## config.mk

```make
export PLATFORM = sky130hd
export DESIGN_NAME = accel_block_trimmed_mean
export DESIGN_NICKNAME = d
export VERILOG_FILES = /design/src/tmean_pkg.sv /design/src/tmean_acc.sv /design/src/tmean_div.sv /design/src/accel_block_trimmed_mean.sv
export SDC_FILE = /design/constraint.sdc
export NUM_CORES = 2
export LEC_CHECK = 0
export ABC_CLOCK_PERIOD_IN_PS = 8580
export BUFFER_PORTS_ARGS = -buffer_cell sky130_fd_sc_hd__buf_2
export CAP_MARGIN = 30
export CORE_MARGIN = 8
export CORE_UTILIZATION = 45
export CTS_CLUSTER_DIAMETER = 40
export DETAILED_ROUTE_END_ITERATION = 12
export PLACE_DENSITY = 0.69
export SYNTH_ARGS = -nofsm -noshare
export SYNTH_HDL_FRONTEND = slang
export SYNTH_SLANG_ARGS = --single-unit
```

## constraint.sdc

```tcl
create_clock -name aclk -period 8.58 [get_ports aclk]
set_input_delay 0 -clock aclk [delete_from_list [all_inputs] [get_ports aclk]]
set_output_delay 0 -clock aclk [all_outputs]
set_load 0.02 [all_outputs]
```

## src/tmean_pkg.sv

```systemverilog
// Shared types and fixed widths for the accelerometer trimmed-mean filter.
// No dependencies; used by tmean_acc, tmean_div and accel_block_trimmed_mean.
package tmean_pkg;

    localparam int NUM_AXES  = 3;
    localparam int BYTE_W    = 8;
    localparam int SAMPLE_W  = 12;
    localparam int SUM_W     = 18;
    localparam int TRIM_W    = 20;
    localparam int MAG_W     = 17;
    localparam int FRAC_W    = 8;
    localparam int DIV_IN_W  = MAG_W + FRAC_W;
    localparam int QUOT_W    = 20;
    localparam int MEAN_W    = 20;
    localparam int S_DATA_W  = 2 * NUM_AXES * BYTE_W;
    localparam int M_DATA_W  = ((NUM_AXES * MEAN_W + 7) / 8) * 8;

    localparam logic signed [SAMPLE_W-1:0] SAMPLE_MAX = 12'sh7FF;
    localparam logic signed [SAMPLE_W-1:0] SAMPLE_MIN = 12'sh800;

    typedef logic signed [SAMPLE_W-1:0] sample_t;
    typedef logic signed [MEAN_W-1:0]   mean_t;

    typedef struct packed {
        logic signed [SUM_W-1:0] sum;
        sample_t                 mn;
        sample_t                 mx;
    } axis_acc_t;

    typedef axis_acc_t [NUM_AXES-1:0] block_t;
    typedef mean_t     [NUM_AXES-1:0] means_t;

endpackage

```

## src/tmean_acc.sv

```systemverilog
// Block accumulator: decodes the three axis samples of each item and keeps the
// running sum, minimum and maximum; hands a completed block on. Uses tmean_pkg.
module tmean_acc #(
    parameter int BLOCK_SIZE = 8
) (
    input  logic                            aclk,
    input  logic                            aresetn,
    input  logic                            in_valid,
    output logic                            in_ready,
    input  logic [tmean_pkg::S_DATA_W-1:0]  in_data,
    output logic                            blk_valid,
    input  logic                            blk_ready,
    output tmean_pkg::block_t               blk_data
);

    localparam int CNT_W = (BLOCK_SIZE > 1) ? $clog2(BLOCK_SIZE) : 1;
    localparam logic [CNT_W-1:0] LAST_CNT = CNT_W'(BLOCK_SIZE - 1);

    logic [CNT_W-1:0]   count_reg, count_next;
    tmean_pkg::block_t  acc_reg, acc_next;
    tmean_pkg::block_t  blk_reg, blk_next;
    logic               blk_valid_reg, blk_valid_next;
    tmean_pkg::block_t  upd;
    tmean_pkg::block_t  cleared;
    logic               last;
    logic               accept;

    assign last      = (count_reg == LAST_CNT);
    assign in_ready  = !last || !blk_valid_reg || blk_ready;
    assign accept    = in_valid && in_ready;
    assign blk_valid = blk_valid_reg;
    assign blk_data  = blk_reg;

    always_comb begin
        for (int a = 0; a < tmean_pkg::NUM_AXES; a++) begin
            tmean_pkg::sample_t v;
            v = tmean_pkg::sample_t'({in_data[(2*a)*tmean_pkg::BYTE_W +: tmean_pkg::BYTE_W],
                                      in_data[(2*a+1)*tmean_pkg::BYTE_W + 4 +: 4]});
            upd[a].sum = acc_reg[a].sum + tmean_pkg::SUM_W'(v);
            upd[a].mn  = (v < acc_reg[a].mn) ? v : acc_reg[a].mn;
            upd[a].mx  = (v > acc_reg[a].mx) ? v : acc_reg[a].mx;
            cleared[a].sum = '0;
            cleared[a].mn  = tmean_pkg::SAMPLE_MAX;
            cleared[a].mx  = tmean_pkg::SAMPLE_MIN;
        end
    end

    always_comb begin
        count_next     = count_reg;
        acc_next       = acc_reg;
        blk_next       = blk_reg;
        blk_valid_next = blk_valid_reg && !blk_ready;
        if (accept) begin
            if (last) begin
                count_next     = '0;
                acc_next       = cleared;
                blk_next       = upd;
                blk_valid_next = 1'b1;
            end else begin
                count_next = count_reg + 1'b1;
                acc_next   = upd;
            end
        end
    end

    always_ff @(posedge aclk) begin
        if (!aresetn) begin
            count_reg     <= '0;
            acc_reg       <= cleared;
            blk_valid_reg <= 1'b0;
        end else begin
            count_reg     <= count_next;
            acc_reg       <= acc_next;
            blk_valid_reg <= blk_valid_next;
        end
    end

    always_ff @(posedge aclk) begin
        blk_reg <= blk_next;
    end

endmodule

```

## src/tmean_div.sv

```systemverilog
// Trim and divide pipeline: drops min and max when BLOCK_SIZE is at least 3, scales by 256 and divides by
// the build-time block divisor with an exact reciprocal multiply. Uses tmean_pkg.
module tmean_div #(
    parameter int BLOCK_SIZE = 8
) (
    input  logic                aclk,
    input  logic                aresetn,
    input  logic                in_valid,
    output logic                in_ready,
    input  tmean_pkg::block_t   in_data,
    output logic                out_valid,
    input  logic                out_ready,
    output tmean_pkg::means_t   out_data
);

    localparam int  N        = tmean_pkg::NUM_AXES;
    localparam bit  TRIM     = (BLOCK_SIZE >= 3);
    localparam int  DIVISOR  = (BLOCK_SIZE <= 2) ? BLOCK_SIZE : BLOCK_SIZE - 2;
    localparam int  SHIFT    = tmean_pkg::DIV_IN_W + $clog2(DIVISOR);
    localparam int  RECIP_W  = SHIFT + 1;
    localparam longint unsigned RECIP_FULL =
        ((64'd1 << SHIFT) + 64'(DIVISOR) - 64'd1) / 64'(DIVISOR);
    localparam logic [RECIP_W-1:0] RECIP = RECIP_W'(RECIP_FULL);
    localparam int  PROD_W   = tmean_pkg::DIV_IN_W + RECIP_W;

    logic                                v1_reg, v2_reg, v3_reg;
    logic                                rdy1, rdy2, rdy3;
    logic [N-1:0]                        neg1_reg, neg2_reg;
    logic [N-1:0][tmean_pkg::MAG_W-1:0]  mag1_reg, mag1_next;
    logic [N-1:0]                        neg1_next;
    logic [N-1:0][tmean_pkg::QUOT_W-1:0] quot2_reg, quot2_next;
    tmean_pkg::means_t                   mean3_reg, mean3_next;

    assign rdy3      = !v3_reg || out_ready;
    assign rdy2      = !v2_reg || rdy3;
    assign rdy1      = !v1_reg || rdy2;
    assign in_ready  = rdy1;
    assign out_valid = v3_reg;
    assign out_data  = mean3_reg;

    always_comb begin
        for (int a = 0; a < N; a++) begin
            logic signed [tmean_pkg::TRIM_W-1:0] t;
            logic        [tmean_pkg::TRIM_W-1:0] m;
            logic        [PROD_W-1:0]            prod;
            logic        [tmean_pkg::QUOT_W-1:0] q;
            t = TRIM ? (tmean_pkg::TRIM_W'(in_data[a].sum) - tmean_pkg::TRIM_W'(in_data[a].mn)
                        - tmean_pkg::TRIM_W'(in_data[a].mx))
                     : tmean_pkg::TRIM_W'(in_data[a].sum);
            m = t[tmean_pkg::TRIM_W-1] ? -t : t;
            neg1_next[a] = t[tmean_pkg::TRIM_W-1];
            mag1_next[a] = m[tmean_pkg::MAG_W-1:0];

            prod = PROD_W'({mag1_reg[a], {tmean_pkg::FRAC_W{1'b0}}}) * PROD_W'(RECIP);
            quot2_next[a] = prod[SHIFT +: tmean_pkg::QUOT_W];

            q = quot2_reg[a];
            mean3_next[a] = neg2_reg[a] ? -q : q;
        end
    end

    always_ff @(posedge aclk) begin
        if (!aresetn) begin
            v1_reg <= 1'b0;
            v2_reg <= 1'b0;
            v3_reg <= 1'b0;
        end else begin
            if (rdy1) v1_reg <= in_valid;
            if (rdy2) v2_reg <= v1_reg;
            if (rdy3) v3_reg <= v2_reg;
        end
    end

    always_ff @(posedge aclk) begin
        if (rdy1) begin
            mag1_reg <= mag1_next;
            neg1_reg <= neg1_next;
        end
        if (rdy2) begin
            quot2_reg <= quot2_next;
            neg2_reg  <= neg1_reg;
        end
        if (rdy3) begin
            mean3_reg <= mean3_next;
        end
    end

endmodule

```

## src/accel_block_trimmed_mean.sv

```systemverilog
// Top level of the accelerometer trimmed-mean block filter.
// Instantiates tmean_acc and tmean_div; uses tmean_pkg.
//
//   channel   dir  fields (tdata, lowest bit first)
//   s_axis    in   x_high, x_low, y_high, y_low, z_high, z_low (8 bits each)
//   m_axis    out  x_mean, y_mean, z_mean (20 bits signed each, Q.8)
//
// One item per cycle is taken while s_tready is high; every BLOCK_SIZE-th item completes a block.
// The block result is registered in the accumulator's block register and then passes
// through a three-stage trim, multiply and sign pipeline before it is offered.
// aresetn clears the block count, sums, minima, maxima and all stage valids.
// A stalled result only holds the input when the pipeline is full and the
// next item would complete another block.
module accel_block_trimmed_mean #(
    parameter int BLOCK_SIZE = 8
) (
    input  logic                           aclk,
    input  logic                           aresetn,
    input  logic                           s_tvalid,
    output logic                           s_tready,
    input  logic [tmean_pkg::S_DATA_W-1:0] s_tdata,  // x_high, x_low, y_high, y_low, z_high, z_low
    output logic                           m_tvalid,
    input  logic                           m_tready,
    output logic [tmean_pkg::M_DATA_W-1:0] m_tdata   // x_mean, y_mean, z_mean, zero pad
);

    logic               blk_valid;
    logic               blk_ready;
    tmean_pkg::block_t  blk_data;
    tmean_pkg::means_t  means;

    tmean_acc #(
        .BLOCK_SIZE (BLOCK_SIZE)
    ) u_acc (
        .aclk      (aclk),
        .aresetn   (aresetn),
        .in_valid  (s_tvalid),
        .in_ready  (s_tready),
        .in_data   (s_tdata),
        .blk_valid (blk_valid),
        .blk_ready (blk_ready),
        .blk_data  (blk_data)
    );

    tmean_div #(
        .BLOCK_SIZE (BLOCK_SIZE)
    ) u_div (
        .aclk      (aclk),
        .aresetn   (aresetn),
        .in_valid  (blk_valid),
        .in_ready  (blk_ready),
        .in_data   (blk_data),
        .out_valid (m_tvalid),
        .out_ready (m_tready),
        .out_data  (means)
    );

    assign m_tdata = tmean_pkg::M_DATA_W'(means);

endmodule

```

* Yosys cells after proc, flatten, opt, wreduce, memory -nomap -nowiden
Cells that the tools add are included.
** Operators by class
- Add/subtract/negate cells :: 16
- Multiply operators :: 3
- Divide/modulo/power cells :: 0
- Magnitude comparators :: 6
- Eq/ne operators :: 1
- Shift operators :: 0
- Mux-type cells :: 16
- Bitwise logic cells :: 0
- Reduce and logical (&&, ||, !) cells :: 14
** Operators by type and width (number)
- $mux 126 :: 1
- $mul 17x26->40 const B :: 3
- $mux 12 :: 6
- $mux 20 :: 3
- $neg 20->20 :: 3
- $sub 19x12->20 :: 3
- $sub 18x12->19 :: 3
- $add 18x12->18 :: 3
- $mux 17 :: 3
- $neg 17->17 :: 3
- $gt 12x12->1 :: 3
- $lt 12x12->1 :: 3
- $logic_not 1->1 :: 6
- $logic_or 1x1->1 :: 5
- $add 3x1->3 const B :: 1
- $eq 3x3->1 const B :: 1
- $mux 3 :: 1
- $logic_and 1x1->1 :: 2
- $mux 1 :: 2
- $reduce_and 2->1 :: 1
** Word-level totals
- Register bits after elaboration :: 436
- Bits in latches :: 0
- Bits in writable memories :: 0
- ROM bits :: 0
- Bits of input ports :: 52
- Output and inout port bits :: 66
- Logic and storage cells :: 90
- Memories :: 0

* Longest topological paths before layout
- Depth after elaboration :: 8
- Depth in mapped cells :: 23
- Gate-level depth less buffers :: 23

* By module
A second synthesis with hierarchy kept.
** Second synthesis, totals
- Cell total of the unflattened synthesis :: 3727
- Area total of the unflattened synthesis :: 39007.4 um2
** Modules (own cells, without submodules)
- tmean_div :: times used 1, cells each 2407, area an instance 25189.2 um2, seq. area each 5375.2 um2
- tmean_acc :: times used 1, cells each 1316, area an instance 13788.2 um2, seq. area each 6386.1 um2
- accel_block_trimmed_mean :: times used 1, cells each 4, area an instance 30.0 um2, seq. area each 0.0 um2

* Least setup slack after synthesis
OpenSTA, ideal clock, no wires.
- Kind :: flip-flop to flip-flop
- Start point :: reg u_div.v3_reg (netlist: u_div.out_valid)
- End point :: reg u_acc.acc_reg[98] (netlist name)
- Setup time :: 0.079 ns
- Arrival time :: 7.113 ns
- Data required time :: 8.501 ns
- Slack :: 1.388 ns
- Cell stages (with the launch flop) :: 10
- Buffers on the path :: 2
- Clock period less this slack :: 7.192 ns
- Cell sequence :: dfxtp_1 nor2b_1 and3_1 nand3_1 nand2_1 nor2_1 nor2b_1 clkbuf_1 clkbuf_1 o211ai_1
** Between the ends
- Longest elaborated chain between the ends :: 6
** RTL lines
- start, declared :: RTL line tmean_div.sv:26 : logic v1_reg, v2_reg, v3_reg;
- start signal, assigned :: RTL line tmean_div.sv:70 : if (rdy3) v3_reg <= v2_reg;
- $logic_not 1->1 :: RTL line tmean_div.sv:34 : assign rdy3 = !v3_reg || out_ready;
- $logic_or 1x1->1 :: RTL line tmean_div.sv:34
- $logic_or 1x1->1 :: RTL line tmean_div.sv:35 : assign rdy2 = !v2_reg || rdy3;
- $logic_or 1x1->1 :: RTL line tmean_div.sv:36 : assign rdy1 = !v1_reg || rdy2;
- $logic_or 1x1->1 :: RTL line tmean_acc.sv:29 : assign in_ready = !last || !blk_valid_reg || blk_ready;
- named net s_tready :: RTL line accel_block_trimmed_mean.sv:20 : output logic s_tready,
- $logic_and 1x1->1 :: RTL line tmean_acc.sv:30 : assign accept = in_valid && in_ready;
- end signal, assigned :: RTL line tmean_acc.sv:69 : acc_reg <= cleared;
- end signal, assigned :: RTL line tmean_acc.sv:73 : acc_reg <= acc_next;
- end, declared :: RTL line tmean_acc.sv:20 : tmean_pkg::block_t acc_reg, acc_next;
The timed path passes the listed nets, and every way through them passes these cells.
A chain may end at the register's enable or synchronous reset.

==> flow_summary.ini <==
[timing]
final_max_slew_viol_count = 0
max_freq_mhz = 140
finClkSkew_ns = 0.0209
period_share_pct = 83.0
rsz0062_at_grt = no
worst_pin_slew_ns = 1.03
relSlewSlack_pct = 31.5
min_period_ns = 7.12
setup_viol = 0
fin_setup_tns_ns = 0
final-hold-violation-count = 0

[worst_setup_path]
cp.arrival_ns = 7.46
crit_required_ns = 8.92
start_kind = flop
cp_max_fo = 5
end_kind = flop
crit_type = reg2reg

[worst_hold_path]
hp-class = in2reg

[global_route]
grt_max_degree = 67
antenna_found_initial = 2
grtUsageTotal_pct = 16.7
first_global_vias = 26500
grt_pass1_wl_mm = 132
grt_overflow = 0

[floorplan]
fp.dieW_um = 308
die_y_um = 308
floorplan.core_area_mm2 = 0.0849
die-area_mm2 = 0.0951
ios = 118
start_util_pct = 45.3
row_count = 107

[yosys]
ys_top_cells_by_area = edfxtp_1, fa_1, ha_1, dfxtp_1, inv_1
synth_ff_type = edfxtp_1
synth_edf_count = 303
ys_types = 80
syn_avg_cell_area_um2 = 10.3
ys_seq_elements = 436
yosysTopAreaCell = edfxtp_1
yosysSeqAreaShare_pct = 30.6
synthArstFlopShare_pct = 0
syn_inst = 3719
yosys.area.top_type_share_pct = 23.7
synth.cell_area_mm2 = 0.0385
synth_fp_nets = 4633
yosys_warnings = 0

[drt]
num_vias = 26100
postRouteAntennaNets = 0
wire_per_inst_um = 15.5
drtIter0Drc = 1245
routed_wl_mm = 79.2
vias_per_cell = 5.11
dr.pass1.iters = 6
drc = 0

[placed_design]
dpl.hpwl_mm = 61.9
gp_congestion = 0.883
io_buffer_count = 105
place_area_mm2 = 0.0404

[cells_and_area]
syn2layout_area_growth_pct = 12.9
drive_gt1_share_pct = 7.91
final_common_cell = inv_1
design_area_mm2 = 0.0434
utilization_pct = 51.1
fin_nets = 4808
layout_common_cells = inv_1, ha_1, fa_1

[cts]
htreeDepth = 3
cts_resized = 0
cts_root_buf = clkbuf_16
cts_tree = done
insertion_delay_ns = 0.61
cts_buffers = 76
clk_pin_slew_worst_paths_ns = 0.05
clkSinkCount = 436
clockBufferDepth = 3

[pwr]
power.density_mw_per_mm2 = 176
vdd_drop_max_mv = 0.167
p_total_mw = 7.66
p_leak_nw = 19.9

[outcome]
status = completed

[job]
max-cap-violations = 0
cells in the mapped netlist (43+ instances only):
master and n:
nor2b_1 59, edfxtp_1 303, xor2_1 57, nand3_1 44, xnor2_1 200, nor3_1 47, o211ai_1 43, fa_1 335
a22o_1 56, a21oi_1 138, o21ai_0 191, ha_1 527, nand2_1 217, inv_1 676, a21o_1 56, nor2_1 142
dfxtp_1 133, clkbuf_1 65
report_power, final:
part / internal [mW] / switching, mW
sequential: 2.64 / 0.174
combinational: 0.729 / 1.01
clock: 2.00 / 1.11
worst paths after layout:
| check | start | to | slack (ns) | depth (start not counted) |
|---|---|---|---|---|
| max | u_div.mag1_reg[28] | u_div.quot2_reg[39] | 1.46 | 21 |
| min | s_tdata[44] | u_acc.acc_reg[84] | 0.25 | 3 |
| max reg2reg | u_div.mag1_reg[28] | u_div.quot2_reg[39] | 1.46 | 21 |
| min reg2reg | u_div.neg1_reg[2] | u_div.neg2_reg[2] | 0.43 | 0 |
layout make-up:
| class | instances | area (µm²) |
|---|---|---|
| Clock buffer | 88 | 2000 |
| Antenna cell | 1 | 2.50 |
| Inverter | 676 | 2540 |
| Clock inverter | 51 | 627 |
| Sequential cell | 436 | 11800 |
| Timing Repair Buffer | 170 | 1150 |
| Multi-Input combinational cell | 2534 | 23900 |
| Tap cell | 1144 | 1430 |
| Fill cell | 7647 | 41500 |
layer usage:
metal	up-vias	part of all wire, %	wire length, µm	global-route usage, %
li1	13100	-	-	-
met1	12400	48	37800	22.7
met2	449	45	35700	27.0
met3	125	5.0	3950	3.06
met4	2	2.3	1790	4.88
met5	-	0.016	13	0
timing repair:
action                    4_1_cts  5_1_grt
hold buffers                   39        0
hold endpoints to repair      186        0
buffers inserted                0        0
worst max-delay path, cell delays in order (launching register included):
cell and delay (ns):
edfxtp_1 0.45, ha_1 0.38, fa_1 0.60, inv_1 0.08, fa_1 0.62, inv_1 0.14, fa_1 0.60, fa_1 0.56
inv_1 0.05, fa_1 0.49, inv_1 0.04, ha_1 0.34, a21oi_1 0.14, o21ai_0 0.14, or3b_2 0.47, a221oi_1 0.35
o32ai_1 0.23, or4_1 0.49, a31o_2 0.26, nor4_1 0.17, nor3_1 0.11, xnor2_1 0.13
kinds of logic after synthesis:
kind of cell / count (synthesis) / share of synthesized area, %
xor+xnor: 257 / 5.85
compound gates: 722 / 12.5
simple gates: 671 / 8.48
fa+ha+maj: 862 / 34.6
mux: 22 / 0.628
flops: 436 / 30.6
buf+inv: 749 / 7.38
per-stage QoR:
stage	instances	hold slack, ns	worst slack, ns
after detailed placement	4919	0.321	1.48
after CTS	5097	0.212	1.47
after floorplan	3719	0.128	1.39
after global routing	5099	0.245	1.05
final	5100	0.252	1.46
after global placement	4916	0.315	1.54
Power figures use the tool's default switching activity.
